<file path="src/rtl/core/overlap_rebin_accumulator_macros.svh">
// Assertion macros for the overlap rebin accumulator.
`ifndef OVERLAP_REBIN_ACCUMULATOR_MACROS_SVH
`define OVERLAP_REBIN_ACCUMULATOR_MACROS_SVH
`ifndef SYNTH
`define ORA_ASSERT(label, clk, rst_n, prop, msg) \
    label: assert property (@(posedge clk) disable iff (!rst_n) (prop)) else $error(msg);
`define ORA_ASSERT_NORST(label, clk, prop, msg) \
    label: assert property (@(posedge clk) (prop)) else $error(msg);
`else
`define ORA_ASSERT(label, clk, rst_n, prop, msg)
`define ORA_ASSERT_NORST(label, clk, prop, msg)
`endif
`endif

</file>
<file path="src/rtl/core/ora_pkg.sv">
`timescale 1ns / 1ps
package ora_pkg;
    localparam logic [1:0] OP_CLEAR   = 2'd0;
    localparam logic [1:0] OP_LOAD    = 2'd1;
    localparam logic [1:0] OP_TARGET  = 2'd2;
    localparam int unsigned AMOUNT_W  = 40;
    localparam logic [AMOUNT_W-1:0] AMOUNT_MAX = {AMOUNT_W{1'b1}};
    localparam logic [8:0] TCOUNT_MAX = 9'd511;

    typedef enum logic [2:0] {
        ST_IDLE,
        ST_READ,
        ST_EVAL,
        ST_DIV,
        ST_ADD,
        ST_OUT
    } state_t;

    // Divider request and answer
    typedef struct packed {
        logic        start;
        logic [47:0] dividend;
        logic [15:0] divisor;
    } div_req_t;

    typedef struct packed {
        logic        done;
        logic [47:0] quotient;
    } div_rsp_t;
endpackage

</file>
<file path="src/rtl/core/ora_divider.sv">
`timescale 1ns / 1ps
module ora_divider
(
    input  logic              clk,
    input  logic              rst_n,
    input  ora_pkg::div_req_t req,
    output ora_pkg::div_rsp_t rsp
);
    logic [47:0] quot_reg, quot_next;
    logic [16:0] rem_reg, rem_next;
    logic [15:0] dvs_reg, dvs_next;
    logic [5:0]  cnt_reg, cnt_next;
    logic        busy_reg, busy_next;
    logic        done_reg, done_next;
    logic [16:0] trial;

    // One quotient bit per cycle, restoring
    always_comb
    begin
        quot_next = quot_reg;
        rem_next  = rem_reg;
        dvs_next  = dvs_reg;
        cnt_next  = cnt_reg;
        busy_next = busy_reg;
        done_next = 1'b0;
        trial     = {rem_reg[15:0], quot_reg[47]};
        if (req.start)
        begin
            quot_next = req.dividend;
            rem_next  = '0;
            dvs_next  = req.divisor;
            cnt_next  = 6'd0;
            busy_next = 1'b1;
        end
        else if (busy_reg)
        begin
            if (trial >= {1'b0, dvs_reg})
            begin
                rem_next  = trial - {1'b0, dvs_reg};
                quot_next = {quot_reg[46:0], 1'b1};
            end
            else
            begin
                rem_next  = trial;
                quot_next = {quot_reg[46:0], 1'b0};
            end
            cnt_next = cnt_reg + 6'd1;
            if (cnt_reg == 6'd47)
            begin
                busy_next = 1'b0;
                done_next = 1'b1;
            end
        end
    end

    always_ff @(posedge clk or negedge rst_n)
    begin
        if (!rst_n)
        begin
            busy_reg <= 1'b0;
            done_reg <= 1'b0;
            cnt_reg  <= '0;
        end
        else
        begin
            busy_reg <= busy_next;
            done_reg <= done_next;
            cnt_reg  <= cnt_next;
        end
    end

    always_ff @(posedge clk)
    begin
        quot_reg <= quot_next;
        rem_reg  <= rem_next;
        dvs_reg  <= dvs_next;
    end

    assign rsp.done     = done_reg;
    assign rsp.quotient = quot_reg;
endmodule

</file>
<file path="config.mk">
export PLATFORM = sky130hd
export DESIGN_NAME = ora_divider
export DESIGN_NICKNAME = d
export VERILOG_FILES = /design/src/rtl/core/overlap_rebin_accumulator_macros.svh /design/src/rtl/core/ora_pkg.sv /design/src/rtl/core/ora_divider.sv
export SDC_FILE = /design/constraint.sdc
export NUM_CORES = 1
export LEC_CHECK = 0
export BUFFER_PORTS_ARGS = -buffer_cell sky130_fd_sc_hd__buf_4
export CAP_MARGIN = 40
export CORE_UTILIZATION = 30
export CTS_CLUSTER_DIAMETER = 200
export DETAILED_ROUTE_END_ITERATION = 6
export GPL_TIMING_DRIVEN = 0
export HOLD_SLACK_MARGIN = 0.15
export PLACE_DENSITY = 0.47
export RECOVER_POWER = 100
export SYNTH_ARGS = -nofsm -noshare
export SYNTH_HDL_FRONTEND = slang
export SYNTH_SLANG_ARGS = --single-unit
</file>
<file path="constraint.sdc">
create_clock -name clk -period 6.91 [get_ports clk]
set_input_delay 0.3455 -clock clk [delete_from_list [all_inputs] [get_ports clk]]
set_output_delay 0.3455 -clock clk [all_outputs]
set_load 0.02 [all_outputs]
</file>
After elaboration in Yosys (flattened, before gate mapping)
Cells that the tools add are included. Widths: inputs -> output; s select.

Add/subtract/negate cells: 2. $lt $le $gt $ge: 1. Equality and inequality tests: 1. Multiplexer cells: 12. Reduce and logical (&&, ||, !) cells: 1.

Operator list (count): $mux 48 (2); $ge 17x16->1 (1); $mux 16 (1); $sub 16x16->16 (1); $mux 6 (2); $mux 1 (7); $add 6x1->6 const B (1); $eq 6x6->1 const B (1); $reduce_bool 2->1 (1).

Register bits after elaboration: 88. Output and inout bits: 49. Word-level logic and storage cells: 23.

Longest topological paths before layout
Word-level depth: 4. Mapped depth: 10.

Least setup slack after synthesis
No wires, ideal clock.

Kind: reg2reg. Start: register quot_reg[47]. End: register rem_reg[10]. Library setup time: 0.091 ns. Arrival: 2.331 ns. Slack: 4.488 ns. Cell stages (with the launch flop): 10. Path through: edfxtp_1 inv_1 ha_1 fa_1 nand2b_1 a211oi_1 o211ai_1 a211oi_1 o21ai_0 a311oi_1.

Cells in the longest elaborated chain, start to end: 2. Elaborated cells between the ends (all ways): 3.

Ends and longest elaborated chain: start, declared (RTL line ora_divider.sv:9) `logic [47:0] quot_reg, quot_next;`; start signal, assigned (RTL line ora_divider.sv:74) `quot_reg <= quot_next;`; $sub 16x16->16 or $ge 17x16->1 (tied branches) (RTL line ora_divider.sv:39, ora_divider.sv:37); $mux 16 * (RTL line ora_divider.sv:37) `if (trial >= {1'b0, dvs_reg})`; end signal, assigned (RTL line ora_divider.sv:75) `rem_reg <= rem_next;`; end, declared (RTL line ora_divider.sv:10) `logic [16:0] rem_reg, rem_next;`.

Mark *: on every way between the ends. The rest lies on a longest branch, timed or not. A chain may end at the register's enable or synchronous reset.

Worst setup path after layout
Start: input req[64] (netlist bit). End: register quot_reg[33] (enable).

Cells in the longest elaborated chain, start to end: 1.

Ends and longest elaborated chain: start, declared (RTL line ora_divider.sv:6) `input ora_pkg::div_req_t req,`; $reduce_bool 2->1 (no line).

No other way between the ends.

==> implementation parameters <==
Parameter                              Value

Outcome
  Result of the run    finished, violations left
  Violations in the final reports    max-capacitance violations, max-slew violations

Yosys
  Synth unique cells    57
  Cell accounting for the most synthesized area    sky130_fd_sc_hd__edfxtp_1
  Ys Warns    0
  Sequential cell area fraction in the yosys report    0.532
  FF+latch count, synth    88
  Avg Inst Size Synth    11.8 sq um
  Syn Nets    474
  Synthesized cell area    0.00459 sq mm
  Area contributors post-synth    sky130_fd_sc_hd__edfxtp_1 42%, sky130_fd_sc_hd__mux2_2 12%, sky130_fd_sc_hd__dfxtp_1 7.0%
  Number of enable flip-flop cells after synthesis    64
  Most frequent cell after synthesis    sky130_fd_sc_hd__edfxtp_1
  Main flop type after synthesis    sky130_fd_sc_hd__edfxtp_1
  Proportion of register bits with asynchronous set or reset after synthesis    0.0909
  Area share of the largest cell type after synthesis    0.418
  Cells after Synth    389
  Most common library cells after synthesis    64 x sky130_fd_sc_hd__edfxtp_1, 47 x sky130_fd_sc_hd__mux2_2, 28 x sky130_fd_sc_hd__nor2_1

Place
  Last weighted congestion value of the routability-driven placer    0.782
  HPWL reported at the end of detailed placement    8.74 mm
  # port buffers    115

STA
  Post-route minimum period    3820 ps
  Worst Hold Slack    188 ps
  Setup violations, final    0
  RSZ-0062 raised after global routing    false
  Endpoints failing hold    0
  Tcrit/Tclk final    0.552
  Worst slew pin tran    1820 ps
  Final slew viol count    33
  Aggregate negative setup slack    0 ps
  Highest clock rate    0.262 GHz
  Relative max-transition margin    -0.213
  Worst Skew    10.2 ps

Clock tree
  Clock tree from TritonCTS    done
  CTS H-tree depth    3
  Largest buffer count on any clock path    2
  Clock-pin slew on the worst setup and hold paths    70 ps
  Insertion delay to the later sink of the worst-skew pair    360 ps
  Num Clock Sinks    88
  Number of clock buffers inserted by TritonCTS    9
  Clock root buffer    sky130_fd_sc_hd__clkbuf_16

Min path
  Worst hold path endpoint    dvs_reg[2]$_DFFE_PP_
  Class of the worst hold path    in2reg
  Hold path startpoint    req[2]
  Hold Crit Depth    1

Global routing
  Largest net degree at the start of global routing    33
  Global-route wire length before repair    19.9 mm
  Vias in the first global route    3701
  Initial antenna violation count    0
  Global Route Usage Sum    0.165
  Total overflow reported by the global router    0

Floorplanning
  Effective utilization at floorplan    0.311
  Die width    126 um
  IO Pins    116
  Total die area    0.0158 sq mm
  Vert. Die Dim    126 um
  Std cell rows    44
  Core region area    0.0148 sq mm

Pwr
  Gate power share    0.198
  VDD IR max    134 uV
  Flop pwr share    0.435
  Cell-internal power    1.07 mW
  Total power density per cell area    252 mW/mm^2
  NetSw    421 uW
  Clock power frac    0.367
  Sw Share    0.283
  Static leakage power    2.38 nW

Routing
  Ratio of routed vias to standard cells    5.02
  Vias post-DR    3585
  DR WL/cell    17.2 um
  Final wirelength    12.3 mm
  Starting DRT DRC Count    140
  Post-route ant nets    0
  Detailed-route DRC error count    0
  First-pass iteration count of the detailed router    5

Flow run
  Maxcap violations    1

Final layout
  Number of nets in the layout    610
  Area Overhead vs Synth    28.4%
  Number of antenna repair diodes    0
  Number of filler instances in the final layout    1507
  Fraction of final layout cells with drive strength greater than 1    0.262
  Max reg flops    48

Worst setup path
  Reg-to-reg setup timing slack    3430 ps
  Required time at the worst-slack endpoint    6860 ps
  CP max stage cell    sky130_fd_sc_hd__clkbuf_1
  Data arrival at the endpoint of the critical path    3770 ps
  Max stage delay on crit path    1370 ps
  Cell-by-cell trace of the critical path    clkbuf_1 -> nor2_1 -> clkbuf_1 -> inv_1 -> clkbuf_1
  R2R cell count    5
  Reg-to-reg critical path endpoint    quot_reg[33]$_DFFE_PP_
  Highest net fanout along the worst path    32
  Startpoint kind of the worst setup timing path    primary input
  Capturing element type of the critical path    flop
  Worst r2r src    busy_reg$_DFF_PN0_
  Worst setup path category    in2reg
  Most prevalent standard cell on the critical path    sky130_fd_sc_hd__clkbuf_1
==> cell type report <==
type                    count  area (sq um)  area share
plain buffers              21           103      0.0174
clock buffers               9           225      0.0382
clock inverters             7           101      0.0172
inverters                  19          71.3      0.0121
multi-input cells         261          1960       0.332
flip-flops and latches     88          2440       0.414
well taps                 184           230      0.0390
repair buffers            125           766       0.130
==> cell usage in the layout (no fill, tap or decap), drive strengths merged, types with 6 or more instances in the layout <==
cell	instances
a21o	8
a21oi	18
a311oi	8
buf	56
clkbuf	90
dfrtp	8
dfxtp	16
dlygate4sd3	9
edfxtp	64
ha	17
inv	22
mux2	47
nand2	25
nand3	13
nor2	28
o21ai	16
xnor2	6
xor2	7
==> power by group through the flow <==
| stage | Sequential, mW | Clock (mW) | Combinational, mW |
|---|---|---|---|
| global route | 0.656 | 0.581 | 0.322 |
| global placement | 0.659 | 0 | 0.313 |
| CTS | 0.650 | 0.565 | 0.321 |
| finish | 0.648 | 0.546 | 0.294 |
| floorplan | 0.691 | 0 | 0.158 |
| detailed placement | 0.659 | 0 | 0.316 |
==> stage by stage <==
step	cell area, sq um	power (mW)	std cells	setup WS [ps]	util
CTS	6120	1.54	714	4070	0.415
global route	5900	1.56	714	2630	0.400
global placement	5690	0.972	688	3920	0.385
floorplan	4590	0.849	389	4490	-
finish	5900	1.49	714	3090	0.400
detailed placement	5710	0.975	689	4070	0.387
==> layer usage <==
| metal | GRT usage | share of wire | vias up |
|---|---|---|---|
| li1 | - | - | 1738 |
| met1 | 0.204 | 0.45 | 1724 |
| met2 | 0.260 | 0.46 | 109 |
| met3 | 0.0603 | 0.072 | 14 |
| met4 | 0.0645 | 0.016 | 0 |
| met5 | 0 | 0 | - |
==> repair_timing <==
action	in CTS	in global routing
hold buffers	9	0
gates resized for setup	0	0
endpoints found under the hold margin	16	0
buffers inserted	0	0
==> critical path: cells and delay by family <==
family	cells	cell delay (ps)
buf+inv	4	3270
simple gates	1	120
==> how the worst max path moves through the flow <==
stage	cells after the start	from	end
after global routing	5	req[64]	quot_reg[37]$_DFFE_PP_
after global placement	4	req[64]	quot_reg[37]$_DFFE_PP_
after detailed placement	8	dvs_reg[1]$_DFFE_PP_	quot_reg[0]$_DFFE_PP_
final	5	req[64]	quot_reg[33]$_DFFE_PP_
after floorplan	9	quot_reg[47]$_DFFE_PP_	rem_reg[10]$_SDFFE_PP0P_
after CTS	8	dvs_reg[1]$_DFFE_PP_	quot_reg[0]$_DFFE_PP_
==> cell families (layout without fill, tap and decap cells) <==
kind of cell | Yosys count | after routing | synth area share
simple gates | 97 | 97 | 0.105
fa+ha+maj | 18 | 18 | 0.0507
mux | 48 | 48 | 0.117
compound gates | 85 | 85 | 0.131
buf+inv | 40 | 181 | 0.0395
xor+xnor | 13 | 13 | 0.0248
flops | 88 | 88 | 0.532
Power figures use the tool's default switching activity.
